$ cat config.mk
export PLATFORM = sky130hd
export DESIGN_NAME = rm_edf_task_scheduler_flat
export DESIGN_NICKNAME = d
export VERILOG_FILES = /design/src/rtl/core/rmedf_pkg.sv /design/src/rtl/core/rmedf_in_if.sv /design/src/rtl/core/rmedf_out_if.sv /design/src/rtl/core/rmedf_rem.sv /design/src/rtl/core/rm_edf_task_scheduler.sv /design/src/flat_wrapper.sv
export SDC_FILE = /design/constraint.sdc
export NUM_CORES = 2
export LEC_CHECK = 0
export BUFFER_PORTS_ARGS = -buffer_cell sky130_fd_sc_hd__buf_2
export CELL_PAD_IN_SITES_DETAIL_PLACEMENT = 0
export CELL_PAD_IN_SITES_GLOBAL_PLACEMENT = 1
export CORE_MARGIN = 1.5
export CORE_UTILIZATION = 50
export CTS_CLUSTER_DIAMETER = 100
export DETAILED_ROUTE_END_ITERATION = 8
export PLACE_DENSITY = 0.73
export SLEW_MARGIN = 10
export SYNTH_ARGS = -nofsm -noshare
export SYNTH_HDL_FRONTEND = slang
export SYNTH_SLANG_ARGS = --single-unit
export TNS_END_PERCENT = 50
$ cat constraint.sdc
create_clock -name clk -period 26.5 [get_ports clk]
set_input_delay 6.625 -clock clk [delete_from_list [all_inputs] [get_ports clk]]
set_output_delay 6.625 -clock clk [all_outputs]
set_load 0.02 [all_outputs]
$ cat src/rtl/core/rmedf_pkg.sv
// shared types and constants of the rate monotonic / edf task scheduler
package rmedf_pkg;

  localparam int MAX_TASKS = 16;
  localparam int TICK_BITS = 16;
  localparam int IDX_W     = $clog2(MAX_TASKS);
  localparam int NUM_W     = $clog2(MAX_TASKS + 1);
  localparam int VAL_W     = 16;
  localparam int CNT_W     = 16;
  localparam int ABS_W     = TICK_BITS + 1;
  localparam int STEP_W    = $clog2(TICK_BITS + 1);

  localparam logic [TICK_BITS-1:0] TIME_LIMIT = {TICK_BITS{1'b1}};
  localparam logic [CNT_W-1:0]     CNT_MAX    = {CNT_W{1'b1}};

  typedef enum logic [1:0] {
    OP_LOAD   = 2'd0,
    OP_TICK   = 2'd1,
    OP_FINISH = 2'd2,
    OP_READ   = 2'd3
  } op_t;

  typedef enum logic [1:0] {
    ST_OK       = 2'd0,
    ST_INVALID  = 2'd1,
    ST_BAD_IDX  = 2'd2,
    ST_OVERFLOW = 2'd3
  } status_t;

  typedef enum logic [0:0] {
    CFG_POLICY = 1'b0,
    CFG_COUNT  = 1'b1
  } cfg_idx_t;

  typedef enum logic [2:0] {
    S_IDLE,
    S_DIV,
    S_TICK_SCAN,
    S_PICK,
    S_FIN_SCAN,
    S_OUT
  } state_t;

  typedef struct packed {
    logic                 start;
    logic [TICK_BITS-1:0] dividend;
    logic [VAL_W-1:0]     divisor;
  } rem_req_t;

  typedef struct packed {
    logic             done;
    logic [VAL_W-1:0] rem;
  } rem_rsp_t;

  typedef struct packed {
    logic [1:0]       status;
    logic             ran_valid;
    logic [IDX_W-1:0] ran_task;
    logic             job_done;
    logic [NUM_W-1:0] misses_now;
    logic [CNT_W-1:0] completed_count;
    logic [CNT_W-1:0] missed_count;
    logic [CNT_W-1:0] killed_count;
  } res_t;

  function automatic logic [CNT_W-1:0] sat_inc(input logic [CNT_W-1:0] v);
    sat_inc = (v == CNT_MAX) ? v : v + CNT_W'(1);
  endfunction

endpackage

$ cat src/rtl/core/rmedf_in_if.sv
// input channel of the scheduler: valid, ready and one operation
interface rmedf_in_if;
  logic        valid;
  logic        ready;
  logic [1:0]  op;
  logic [3:0]  task_index;
  logic [15:0] task_period;
  logic [15:0] task_deadline;
  logic [15:0] task_burst;

  modport source (output valid, op, task_index, task_period, task_deadline, task_burst,
                  input ready);
  modport sink   (input valid, op, task_index, task_period, task_deadline, task_burst,
                  output ready);
endinterface

$ cat src/rtl/core/rmedf_out_if.sv
// result channel of the scheduler: valid, ready and one result
interface rmedf_out_if;
  logic        valid;
  logic        ready;
  logic [1:0]  status;
  logic        ran_valid;
  logic [3:0]  ran_task;
  logic        job_done;
  logic [4:0]  misses_now;
  logic [15:0] completed_count;
  logic [15:0] missed_count;
  logic [15:0] killed_count;

  modport source (output valid, status, ran_valid, ran_task, job_done, misses_now,
                  completed_count, missed_count, killed_count, input ready);
  modport sink   (input valid, status, ran_valid, ran_task, job_done, misses_now,
                  completed_count, missed_count, killed_count, output ready);
endinterface

$ cat src/rtl/core/rmedf_rem.sv
// restoring remainder unit, one dividend bit per cycle
module rmedf_rem (
  input  logic               clk,
  input  logic               rst_n,
  input  rmedf_pkg::rem_req_t req,
  output rmedf_pkg::rem_rsp_t rsp
);
  import rmedf_pkg::*;

  logic [VAL_W-1:0]     rem_r, rem_nxt;
  logic [TICK_BITS-1:0] dvd_r, dvd_nxt;
  logic [VAL_W-1:0]     dsr_r, dsr_nxt;
  logic [STEP_W-1:0]    step_r, step_nxt;
  logic                 busy_r, busy_nxt;
  logic                 done_r, done_nxt;
  logic [VAL_W:0]       trial;

  always_comb begin
    rem_nxt  = rem_r;
    dvd_nxt  = dvd_r;
    dsr_nxt  = dsr_r;
    step_nxt = step_r;
    busy_nxt = busy_r;
    done_nxt = 1'b0;
    trial    = {rem_r, dvd_r[TICK_BITS-1]};
    if (req.start) begin
      rem_nxt  = '0;
      dvd_nxt  = req.dividend;
      dsr_nxt  = req.divisor;
      step_nxt = '0;
      busy_nxt = 1'b1;
    end else if (busy_r) begin
      if (trial >= {1'b0, dsr_r}) trial = trial - {1'b0, dsr_r};
      rem_nxt  = trial[VAL_W-1:0];
      dvd_nxt  = dvd_r << 1;
      step_nxt = step_r + STEP_W'(1);
      if (step_r == STEP_W'(TICK_BITS - 1)) begin
        busy_nxt = 1'b0;
        done_nxt = 1'b1;
      end
    end
  end

  always_ff @(posedge clk) begin
    if (!rst_n) begin
      busy_r <= 1'b0;
      done_r <= 1'b0;
      step_r <= '0;
    end else begin
      busy_r <= busy_nxt;
      done_r <= done_nxt;
      step_r <= step_nxt;
    end
    rem_r <= rem_nxt;
    dvd_r <= dvd_nxt;
    dsr_r <= dsr_nxt;
  end

  assign rsp.done = done_r;
  assign rsp.rem  = rem_r;
endmodule

$ cat src/rtl/core/rm_edf_task_scheduler.sv
// Periodic task scheduler, rate monotonic or earliest deadline first, one time step per tick.
// One operation at a time: a tick walks all MAX_TASKS entries once, one entry per cycle
// (miss check, release and winner search), then the pick state runs the winner. A tick at
// TIME_LIMIT only reports overflow. A finish walks the entries the same way. A valid load
// waits for the bit-serial remainder unit that finds the new task's release phase; a read
// or a rejected item goes straight to the output state.
// A finished result waits in the output register while the next item is accepted.
module rm_edf_task_scheduler (
  input  logic              clk,
  input  logic              rst_n,
  rmedf_in_if.sink          in_ch,
  rmedf_out_if.source       out_ch,
  input  logic              cfg_we,
  input  logic [0:0]        cfg_index,
  input  logic [4:0]        cfg_wdata
);
  import rmedf_pkg::*;

  state_t state_r, state_nxt;

  logic             policy_r;
  logic [NUM_W-1:0] count_r;

  logic [VAL_W-1:0]     period_r  [MAX_TASKS];
  logic [VAL_W-1:0]     reldl_r   [MAX_TASKS];
  logic [VAL_W-1:0]     burst_r   [MAX_TASKS];
  logic [VAL_W-1:0]     phase_r   [MAX_TASKS];
  logic [VAL_W-1:0]     work_r    [MAX_TASKS];
  logic [ABS_W-1:0]     absdl_r   [MAX_TASKS];
  logic [CNT_W-1:0]     done_cnt_r[MAX_TASKS];
  logic [CNT_W-1:0]     miss_cnt_r[MAX_TASKS];
  logic [CNT_W-1:0]     kill_cnt_r[MAX_TASKS];
  logic [TICK_BITS-1:0] time_r;

  logic [IDX_W-1:0] tidx_r;
  logic [VAL_W-1:0] per_r, dl_r, bu_r;

  logic [IDX_W-1:0] idx_r;
  logic             best_vld_r;
  logic [IDX_W-1:0] best_idx_r;
  logic [ABS_W-1:0] best_key_r;
  logic [VAL_W-1:0] best_work_r;
  logic [NUM_W-1:0] misses_r;

  res_t res_r;
  res_t out_res_r;
  logic out_valid_r;

  rem_req_t rem_req;
  rem_rsp_t rem_rsp;

  logic [NUM_W-1:0] n_eff;
  logic             in_xfer, out_free;
  logic             idx_in_use, scan_in_use, scan_last;
  logic             load_ok;

  // per-entry view during a scan
  logic [VAL_W-1:0] s_work;
  logic [ABS_W-1:0] s_abs;
  logic             s_miss, s_rel;
  logic [ABS_W-1:0] s_key;
  logic [VAL_W:0]   s_phase_inc;

  rmedf_rem u_rem (.clk(clk), .rst_n(rst_n), .req(rem_req), .rsp(rem_rsp));

  assign n_eff       = (count_r > NUM_W'(MAX_TASKS)) ? NUM_W'(MAX_TASKS) : count_r;
  assign in_xfer     = in_ch.valid && in_ch.ready;
  assign out_free    = !out_valid_r || out_ch.ready;
  assign idx_in_use  = {1'b0, in_ch.task_index} < n_eff;
  assign scan_in_use = {1'b0, idx_r} < n_eff;
  assign scan_last   = idx_r == IDX_W'(MAX_TASKS - 1);
  assign load_ok     = in_ch.task_period != '0 && in_ch.task_deadline != '0 &&
                       in_ch.task_burst != '0 && in_ch.task_deadline <= in_ch.task_period &&
                       in_ch.task_burst <= in_ch.task_deadline;

  always_comb begin
    s_miss = scan_in_use && work_r[idx_r] != '0 &&
             absdl_r[idx_r] == {1'b0, time_r};
    s_rel  = scan_in_use && period_r[idx_r] != '0 && phase_r[idx_r] == '0;
    s_work = s_miss ? '0 : work_r[idx_r];
    s_abs  = absdl_r[idx_r];
    if (s_rel) begin
      s_work = burst_r[idx_r];
      s_abs  = {1'b0, time_r} + {1'b0, reldl_r[idx_r]};
    end
    s_key       = policy_r ? s_abs : {1'b0, period_r[idx_r]};
    s_phase_inc = {1'b0, phase_r[idx_r]} + 17'd1;
  end

  assign rem_req.start    = state_r == S_IDLE && in_xfer && op_t'(in_ch.op) == OP_LOAD &&
                            idx_in_use && load_ok;
  assign rem_req.dividend = time_r;
  assign rem_req.divisor  = in_ch.task_period;

  assign in_ch.ready = state_r == S_IDLE;

  always_comb begin
    state_nxt = state_r;
    unique case (state_r)
      S_IDLE: begin
        if (in_xfer) begin
          unique case (op_t'(in_ch.op))
            OP_LOAD:   state_nxt = rem_req.start ? S_DIV : S_OUT;
            OP_TICK:   state_nxt = (time_r == TIME_LIMIT) ? S_OUT : S_TICK_SCAN;
            OP_FINISH: state_nxt = S_FIN_SCAN;
            OP_READ:   state_nxt = S_OUT;
            default:   state_nxt = S_OUT;
          endcase
        end
      end
      S_DIV:       if (rem_rsp.done) state_nxt = S_OUT;
      S_TICK_SCAN: if (scan_last) state_nxt = S_PICK;
      S_PICK:      state_nxt = S_OUT;
      S_FIN_SCAN:  if (scan_last) state_nxt = S_OUT;
      S_OUT:       if (out_free) state_nxt = S_IDLE;
      default:     state_nxt = S_IDLE;
    endcase
  end

  always_ff @(posedge clk) begin
    if (!rst_n) begin
      state_r     <= S_IDLE;
      policy_r    <= 1'b0;
      count_r     <= NUM_W'(1);
      time_r      <= '0;
      out_valid_r <= 1'b0;
      idx_r       <= '0;
      for (int i = 0; i < MAX_TASKS; i++) begin
        work_r[i]     <= '0;
        absdl_r[i]    <= '0;
        done_cnt_r[i] <= '0;
        miss_cnt_r[i] <= '0;
        kill_cnt_r[i] <= '0;
      end
    end else begin
      state_r <= state_nxt;
      if (cfg_we) begin
        unique case (cfg_idx_t'(cfg_index))
          CFG_POLICY: policy_r <= cfg_wdata[0];
          CFG_COUNT:  count_r  <= cfg_wdata[NUM_W-1:0];
          default:    ;
        endcase
      end
      out_valid_r <= (state_r == S_OUT && out_free) || (out_valid_r && !out_ch.ready);

      unique case (state_r)
        S_IDLE: begin
          idx_r      <= '0;
          best_vld_r <= 1'b0;
          misses_r   <= '0;
          if (in_xfer) begin
            tidx_r <= in_ch.task_index;
            per_r  <= in_ch.task_period;
            dl_r   <= in_ch.task_deadline;
            bu_r   <= in_ch.task_burst;
            res_r.ran_valid  <= 1'b0;
            res_r.ran_task   <= '0;
            res_r.job_done   <= 1'b0;
            res_r.misses_now <= '0;
            unique case (op_t'(in_ch.op))
              OP_LOAD:   res_r.status <= !idx_in_use ? ST_BAD_IDX :
                                         (!load_ok ? ST_INVALID : ST_OK);
              OP_TICK:   res_r.status <= (time_r == TIME_LIMIT) ? ST_OVERFLOW : ST_OK;
              OP_FINISH: res_r.status <= ST_OK;
              OP_READ:   res_r.status <= idx_in_use ? ST_OK : ST_BAD_IDX;
              default:   res_r.status <= ST_OK;
            endcase
            if (op_t'(in_ch.op) == OP_READ && idx_in_use) begin
              res_r.completed_count <= done_cnt_r[in_ch.task_index];
              res_r.missed_count    <= miss_cnt_r[in_ch.task_index];
              res_r.killed_count    <= kill_cnt_r[in_ch.task_index];
            end else begin
              res_r.completed_count <= '0;
              res_r.missed_count    <= '0;
              res_r.killed_count    <= '0;
            end
          end
        end
        S_DIV: begin
          if (rem_rsp.done) begin
            period_r[tidx_r]   <= per_r;
            reldl_r[tidx_r]    <= dl_r;
            burst_r[tidx_r]    <= bu_r;
            phase_r[tidx_r]    <= rem_rsp.rem;
            work_r[tidx_r]     <= '0;
            absdl_r[tidx_r]    <= '0;
            done_cnt_r[tidx_r] <= '0;
            miss_cnt_r[tidx_r] <= '0;
            kill_cnt_r[tidx_r] <= '0;
          end
        end
        S_TICK_SCAN: begin
          idx_r <= idx_r + IDX_W'(1);
          // phase tracks time mod period on every entry with a period, in use or not
          if (period_r[idx_r] != '0)
            phase_r[idx_r] <= (s_phase_inc == {1'b0, period_r[idx_r]}) ? '0 :
                              s_phase_inc[VAL_W-1:0];
          if (scan_in_use) begin
            work_r[idx_r]  <= s_work;
            absdl_r[idx_r] <= s_abs;
          end
          if (s_miss) begin
            miss_cnt_r[idx_r] <= sat_inc(miss_cnt_r[idx_r]);
            misses_r          <= misses_r + NUM_W'(1);
          end
          if (scan_in_use && s_work != '0 && (!best_vld_r || s_key < best_key_r)) begin
            best_vld_r  <= 1'b1;
            best_idx_r  <= idx_r;
            best_key_r  <= s_key;
            best_work_r <= s_work;
          end
        end
        S_PICK: begin
          time_r           <= time_r + TICK_BITS'(1);
          res_r.misses_now <= misses_r;
          if (best_vld_r) begin
            work_r[best_idx_r] <= best_work_r - VAL_W'(1);
            res_r.ran_valid    <= 1'b1;
            res_r.ran_task     <= best_idx_r;
            if (best_work_r == VAL_W'(1)) begin
              done_cnt_r[best_idx_r] <= sat_inc(done_cnt_r[best_idx_r]);
              res_r.job_done         <= 1'b1;
            end
          end
        end
        S_FIN_SCAN: begin
          idx_r          <= idx_r + IDX_W'(1);
          phase_r[idx_r] <= '0;
          if (scan_in_use && work_r[idx_r] != '0) begin
            work_r[idx_r] <= '0;
            if (absdl_r[idx_r] <= {1'b0, time_r}) begin
              miss_cnt_r[idx_r] <= sat_inc(miss_cnt_r[idx_r]);
              misses_r          <= misses_r + NUM_W'(1);
            end else begin
              kill_cnt_r[idx_r] <= sat_inc(kill_cnt_r[idx_r]);
            end
          end
          if (scan_last) begin
            time_r <= '0;
            if (scan_in_use && work_r[idx_r] != '0 && absdl_r[idx_r] <= {1'b0, time_r})
              res_r.misses_now <= misses_r + NUM_W'(1);
            else
              res_r.misses_now <= misses_r;
          end
        end
        S_OUT: if (out_free) out_res_r <= res_r;
        default: ;
      endcase
    end
  end

  assign out_ch.valid           = out_valid_r;
  assign out_ch.status          = out_res_r.status;
  assign out_ch.ran_valid       = out_res_r.ran_valid;
  assign out_ch.ran_task        = out_res_r.ran_task;
  assign out_ch.job_done        = out_res_r.job_done;
  assign out_ch.misses_now      = out_res_r.misses_now;
  assign out_ch.completed_count = out_res_r.completed_count;
  assign out_ch.missed_count    = out_res_r.missed_count;
  assign out_ch.killed_count    = out_res_r.killed_count;
endmodule

$ cat src/flat_wrapper.sv
// flat-port wrapper written by rule: the top's interface ports become plain ports
module rm_edf_task_scheduler_flat import rmedf_pkg::*;
  (clk, rst_n, cfg_we, cfg_index, cfg_wdata, in_ch_valid, in_ch_op, in_ch_task_index, in_ch_task_period, in_ch_task_deadline, in_ch_task_burst, in_ch_ready, out_ch_valid, out_ch_status, out_ch_ran_valid, out_ch_ran_task, out_ch_job_done, out_ch_misses_now, out_ch_completed_count, out_ch_missed_count, out_ch_killed_count, out_ch_ready);
  rmedf_in_if in_ch_i ();
  rmedf_out_if out_ch_i ();
  input  logic clk;
  input  logic rst_n;
  input  logic cfg_we;
  input  logic [0:0] cfg_index;
  input  logic [4:0] cfg_wdata;
  input wire logic [$bits(in_ch_i.valid)-1:0] in_ch_valid;
  input wire logic [$bits(in_ch_i.op)-1:0] in_ch_op;
  input wire logic [$bits(in_ch_i.task_index)-1:0] in_ch_task_index;
  input wire logic [$bits(in_ch_i.task_period)-1:0] in_ch_task_period;
  input wire logic [$bits(in_ch_i.task_deadline)-1:0] in_ch_task_deadline;
  input wire logic [$bits(in_ch_i.task_burst)-1:0] in_ch_task_burst;
  output wire logic [$bits(in_ch_i.ready)-1:0] in_ch_ready;
  output wire logic [$bits(out_ch_i.valid)-1:0] out_ch_valid;
  output wire logic [$bits(out_ch_i.status)-1:0] out_ch_status;
  output wire logic [$bits(out_ch_i.ran_valid)-1:0] out_ch_ran_valid;
  output wire logic [$bits(out_ch_i.ran_task)-1:0] out_ch_ran_task;
  output wire logic [$bits(out_ch_i.job_done)-1:0] out_ch_job_done;
  output wire logic [$bits(out_ch_i.misses_now)-1:0] out_ch_misses_now;
  output wire logic [$bits(out_ch_i.completed_count)-1:0] out_ch_completed_count;
  output wire logic [$bits(out_ch_i.missed_count)-1:0] out_ch_missed_count;
  output wire logic [$bits(out_ch_i.killed_count)-1:0] out_ch_killed_count;
  input wire logic [$bits(out_ch_i.ready)-1:0] out_ch_ready;
  assign in_ch_i.valid = in_ch_valid;
  assign in_ch_i.op = in_ch_op;
  assign in_ch_i.task_index = in_ch_task_index;
  assign in_ch_i.task_period = in_ch_task_period;
  assign in_ch_i.task_deadline = in_ch_task_deadline;
  assign in_ch_i.task_burst = in_ch_task_burst;
  assign in_ch_ready = in_ch_i.ready;
  assign out_ch_valid = out_ch_i.valid;
  assign out_ch_status = out_ch_i.status;
  assign out_ch_ran_valid = out_ch_i.ran_valid;
  assign out_ch_ran_task = out_ch_i.ran_task;
  assign out_ch_job_done = out_ch_i.job_done;
  assign out_ch_misses_now = out_ch_i.misses_now;
  assign out_ch_completed_count = out_ch_i.completed_count;
  assign out_ch_missed_count = out_ch_i.missed_count;
  assign out_ch_killed_count = out_ch_i.killed_count;
  assign out_ch_i.ready = out_ch_ready;
  rm_edf_task_scheduler u_core (.clk(clk), .rst_n(rst_n), .in_ch(in_ch_i), .out_ch(out_ch_i), .cfg_we(cfg_we), .cfg_index(cfg_index), .cfg_wdata(cfg_wdata));
endmodule
; Word-level counts from Yosys, hierarchy flattened
; Memories as Yosys holds them, arrays and structs flattened. A register that Yosys moved wholly into a read port is not among the register bits.
; Index checks and enable logic that the tools add are counted.
[op_classes]
n_addsub = 11
order_cmp = 8
n_eq_ne = 28
mux = 146
bitwise = 6
reduce_logical = 68
[ops]
columns = operator, count
row1 = 2-to-1 mux 16 bit, 23
row2 = OR reduction 16 bit, 10
row3 = 2-to-1 mux 4 bit, 29
row4 = nonzero test 16 bit, 6
row5 = 2-to-1 mux 17 bit, 4
row6 = "adder 16 x 1 -> 16 bit, second input constant", 4
row7 = "equality test 16 bit, second input constant", 4
row8 = 2-to-1 mux 1 bit, 62
row9 = 2-to-1 mux 59 bit, 1
row10 = 2-to-1 mux 48 bit, 1
row11 = equality test 17 x 16 -> 1 bit, 2
row12 = OR reduction 17 bit, 2
row13 = <= comparator 16 bit, 2
row14 = case mux 16 bit (2 select lines), 1
row15 = 2-to-1 mux 5 bit, 6
row16 = case mux 5 bit (3 select lines), 2
row17 = 2-to-1 mux 3 bit, 7
row18 = logical AND 1 bit, 19
row19 = "!= test 2 x 1 -> 1 bit, second input constant", 9
row20 = case mux 3 bit (6 select lines), 1
row21 = "adder 16 x 1 -> 17 bit, second input constant", 1
row22 = adder 16 x 16 -> 17 bit, 1
row23 = greater-or-equal comparator 17 x 16 -> 1 bit, 1
row24 = <= comparator 17 x 16 -> 1 bit, 1
row25 = 38 further kinds, 68
[totals]
register_bits = 302
ramBits = 2320
inputBits = 65
out_inout_bits = 63
word_cells = 313
memories = 9
[memory_table]
columns = name, words, word_bits, rd, rd_ports_with_merged_regs, write_ports, line_no
row1 = u_core.absdl_r, 16, 17, 1, 1, 16, rm_edf_task_scheduler.sv:29  ; logic [ABS_W-1:0] absdl_r [MAX_TASKS];
row2 = u_core.burst_r, 16, 16, 1, 1, 1, rm_edf_task_scheduler.sv:26  ; logic [VAL_W-1:0] burst_r [MAX_TASKS];
row3 = u_core.done_cnt_r, 16, 16, 2, 1, 16, rm_edf_task_scheduler.sv:30  ; logic [CNT_W-1:0] done_cnt_r[MAX_TASKS];
row4 = u_core.kill_cnt_r, 16, 16, 2, 1, 16, rm_edf_task_scheduler.sv:32  ; logic [CNT_W-1:0] kill_cnt_r[MAX_TASKS];
row5 = u_core.miss_cnt_r, 16, 16, 2, 1, 16, rm_edf_task_scheduler.sv:31  ; logic [CNT_W-1:0] miss_cnt_r[MAX_TASKS];
row6 = u_core.period_r, 16, 16, 1, 1, 1, rm_edf_task_scheduler.sv:24  ; logic [VAL_W-1:0] period_r [MAX_TASKS];
row7 = +3 memories, --, --, --, --, --, --

; Logic depth before layout (Yosys ltp)
[depth]
depth_word = 12
mapped_depth = 39
depth_no_buf = 26

; Modules after synthesis
; A second synthesis with hierarchy kept.
[hier_totals]
cells_unflattened = 7251
hier_area_um2 = 119151.8
[modules_own_cells]
columns = module, instances, cells_per_inst, area_each_um2, seq_area_each_um2
row1 = rm_edf_task_scheduler, 1, 6966, 116137.6, 76943.8
row2 = rmedf_rem, 1, 285, 3014.1, 1421.4

; Worst setup path before layout
; No wires, ideal clock.
[synth_path]
kind = input to register
startpoint = in rst_n
endpoint = mem u_core.kill_cnt_r[15][0] (enable)
setup_time_ns = 0.372
arrival_ns = 10.557
t_required_ns = 26.128
path_slack_ns = 15.571
path_stages = 7
n_path_buf = 2
path_cell_list = clkbuf_1 > and3_1 > nand3_1 > nor2_1 > a21oi_1 > clkbuf_1 > nand2_1
[synth_rtl]
columns = element, line_no
row1 = "start, declared", flat_wrapper.sv:7  ; input logic rst_n;
row2 = "end, declared", rm_edf_task_scheduler.sv:32

==> results.cfg <==
[clocking]
cts_hold_buf = 0
cts-resized-gates = 0
clk_path_buf_depth = 4
cts_tree = yes
h-tree-depth = 5
clock_sinks = 2630
clockRootBuffer = clkbuf_16
cts_setup_buffers = 0
worstSkewPairLatency_ns = 0.96
cts_buffers = 294
clkTransAtPathRegs_ns = 0.06

[synth]
yosys-top-cells-count = edfxtp_1 (2,569), nor2_1 (1,458), mux4_2 (883)
synth_edf_count = 2569
netlist-cell-type-count = 107
synth_area_sq_um = 120000
synth_cells = 7378
synth_fp_nets = 7559
synthArstFlopShare_pct = 0
synth_seq_area_share_pct = 65.3
ys_seq_elements = 2630
synth_top_area_share_pct = 64.3
synth_warnings = 0
synth_ff_type = edfxtp_1
yosysTopAreaCell = edfxtp_1
syn_area_per_cell_sq_um = 16.3
yosys-top-cells-area = edfxtp_1 (64%), mux4_2 (17%), nor2_1 (4.6%)
synth.most_common_cell = edfxtp_1

[cells_and_area]
fin_area_sq_um = 133000
seqCellArea_sq_um = 78400
final_nets = 7658
fill_cells = 18426
stdcell_count = 10857
drive_above_1_share_pct = 23.6
multiInputGateArea_sq_um = 38800
syn_to_final_growth_pct = 10.7

[job]
max_cap_viol_count = 0

[die]
ios = 128
die_h_microns = 493
core_area_sq_um = 238000
rows = 179
die_area_sq_um = 243000
start_util_pct = 50.4
die_x_microns = 493

[route]
routed_via_density = 6.44
dr.pass1.iters = 6
drt_iter0_drc = 8458
detail-route-antenna-nets = 0
routed_wl_microns = 342000
via_count = 69964
drc_errors = 0
wire_per_inst_microns = 31.5

[min_path]
hp-start = u_core.res_r[24]
min_path_cells = 0
holdPathEnd = u_core.out_ch.missed_count[8]
hold_path_class = reg2reg

[sta]
fmax_mhz = 92.8
rsz0062_at_grt = false
worst_pin_slew_ns = 1.34
fin_ws_ns = 15.73
period_share_pct = 40.7
clock_skew_ns = 0.0812
setup_viol = 0
timing.final.max_slew_violations = 0
max_slew_margin_pct = 10.7
fin_setup_tns_ns = 0
period_needed_ns = 10.77
hold_viol_final = 0

[critical_path]
crit_buf_inv = 2
arrival_ns = 11.34
r2r_slack_ns = 16.33
path_delay_family = simple AND/OR/NAND/NOR gates
cpPeakStageDelay_ns = 0.90
reg2regPathDepth = 23
cp-start-kind = primary input
worstSetupPathType = in2reg
critPathMaxFanout = 47
end_kind = register
cp_cell_sequence = buf_4 -> buf_4 -> and3_1 -> nand3_1 -> o21ai_1 -> nand2_1 -> nand2_1
crit_slowest_cell = o21ai_1
cp.required_ns = 27.06

[grt]
grt_overflow = 0
grt_pass1_vias = 68899
grt_use_total_pct = 28.1
antenna_found_initial = 13
grt_max_degree = 120
grt_pass1_wl_microns = 491000

[place]
pre_cts_ws_ns = 14.86
hpwl_microns = 219000
place_congestion = 0.888
io_buffers = 127
placed_cells = 10346
postPlaceCellArea_sq_um = 124000

[power]
total_power_w = 0.0109
power.leakage_nw = 42.7
vdd_ir_drop_max_mv = 0.0659
p_per_area_nw_per_um2 = 82.3

[outcome]
status = finished, final reports clean
state kept, by name, summed over array words and instances (netlist names), 256 cells and up, named ones only:
| register | cells |
|---|---|
| u_core.absdl_r | 272 |
| u_core.done_cnt_r | 256 |
| u_core.reldl_r | 256 |
| u_core.burst_r | 256 |
| u_core.phase_r | 256 |
| u_core.miss_cnt_r | 256 |
| u_core.period_r | 256 |
| u_core.kill_cnt_r | 256 |
| u_core.work_r | 256 |
layout by cell type (no fill, tap or decap), types with 48 or more instances in the layout:
cell type | Yosys | layout
mux2_2 | 51 | 51
nand2b_1 | 48 | 48
mux2i_1 | 105 | 104
buf_4 | 64 | 170
clkinv_1 | 2 | 55
a21oi_1 | 118 | 114
clkinv_2 | 0 | 55
nor2_1 | 1458 | 1448
dfxtp_1 | 61 | 54
clkbuf_1 | 252 | 61
ha_1 | 114 | 114
clkbuf_16 | 0 | 299
nand2_1 | 282 | 282
nor3_1 | 58 | 56
buf_2 | 101 | 122
inv_1 | 118 | 108
edfxtp_1 | 2569 | 2569
xnor2_1 | 74 | 73
nand3_1 | 95 | 94
mux4_2 | 883 | 883
nor2b_1 | 101 | 97
area by class of cell:
| type | count | share of cell area, % |
|---|---|---|
| inverter | 121 | 0.356 |
| clock inverter | 142 | 1.03 |
| sequential | 2630 | 59.0 |
| clock buffer | 364 | 5.85 |
| timing repair buffer | 300 | 1.52 |
| multi-input combinational | 4130 | 29.2 |
| tap | 3167 | 2.98 |
| antenna | 3 | 0.00565 |
per-layer routing:
metal / wire [microns] / up-vias / part of all wire [%] / GRT usage [%]
met5: 34 / - / 0.0099 / 0
met4: 13000 / 6 / 3.8 / 10.2
met3: 29200 / 656 / 8.5 / 4.74
met2: 164000 / 3599 / 48 / 45.0
met1: 136000 / 36699 / 40 / 39.2
li1: - / 29004 / - / -
where the power goes:
group / switching, W / internal (W)
registers: 0.000153 / 0.00484
clock network: 0.00163 / 0.00232
logic: 0.00117 / 0.000814
cells by family (layout without fill, tap and decap cells):
group                      Yosys count  after routing  share of synthesized area [%]
adders and majority gates          116            116                           1.22
buffers and inverters              618            927                           2.61
xor gates and xnor gates           120            120                          0.888
and+or+nand+nor                   2322           2322                           8.52
muxes                             1068           1068                           18.4
AOI/OAI and AO/OA                  504            504                           2.98
DFF                               2630           2630                           65.3
other                                0              3                              0
how the worst max path moves through the flow:
| stage | slack [ns] | cells after the start | startpoint | end |
|---|---|---|---|---|
| floorplan | 15.57 | 7 | rst_n | u_core.kill_cnt_r[15][0] |
| global route | 15.54 | 7 | rst_n | u_core.done_cnt_r[7][4] |
| finish | 15.73 | 7 | rst_n | u_core.done_cnt_r[3][10] |
| detailed placement | 14.86 | 7 | rst_n | u_core.done_cnt_r[7][4] |
| CTS | 15.84 | 7 | rst_n | u_core.done_cnt_r[15][2] |
| global placement | 14.66 | 9 | rst_n | u_core.work_r[14][0] |
through the flow:
| step | util, % | hold slack [ns] |
|---|---|---|
| 2_1_floorplan | - | 0.400 |
| 3_3_place_gp | 51.9 | 0.400 |
| 3_5_place_dp | 51.9 | 0.405 |
| 4_1_cts | 55.8 | 0.414 |
| 5_1_grt | 55.8 | 0.416 |
| 6_report | 55.8 | 0.409 |
(Power assumes the default switching activity.)
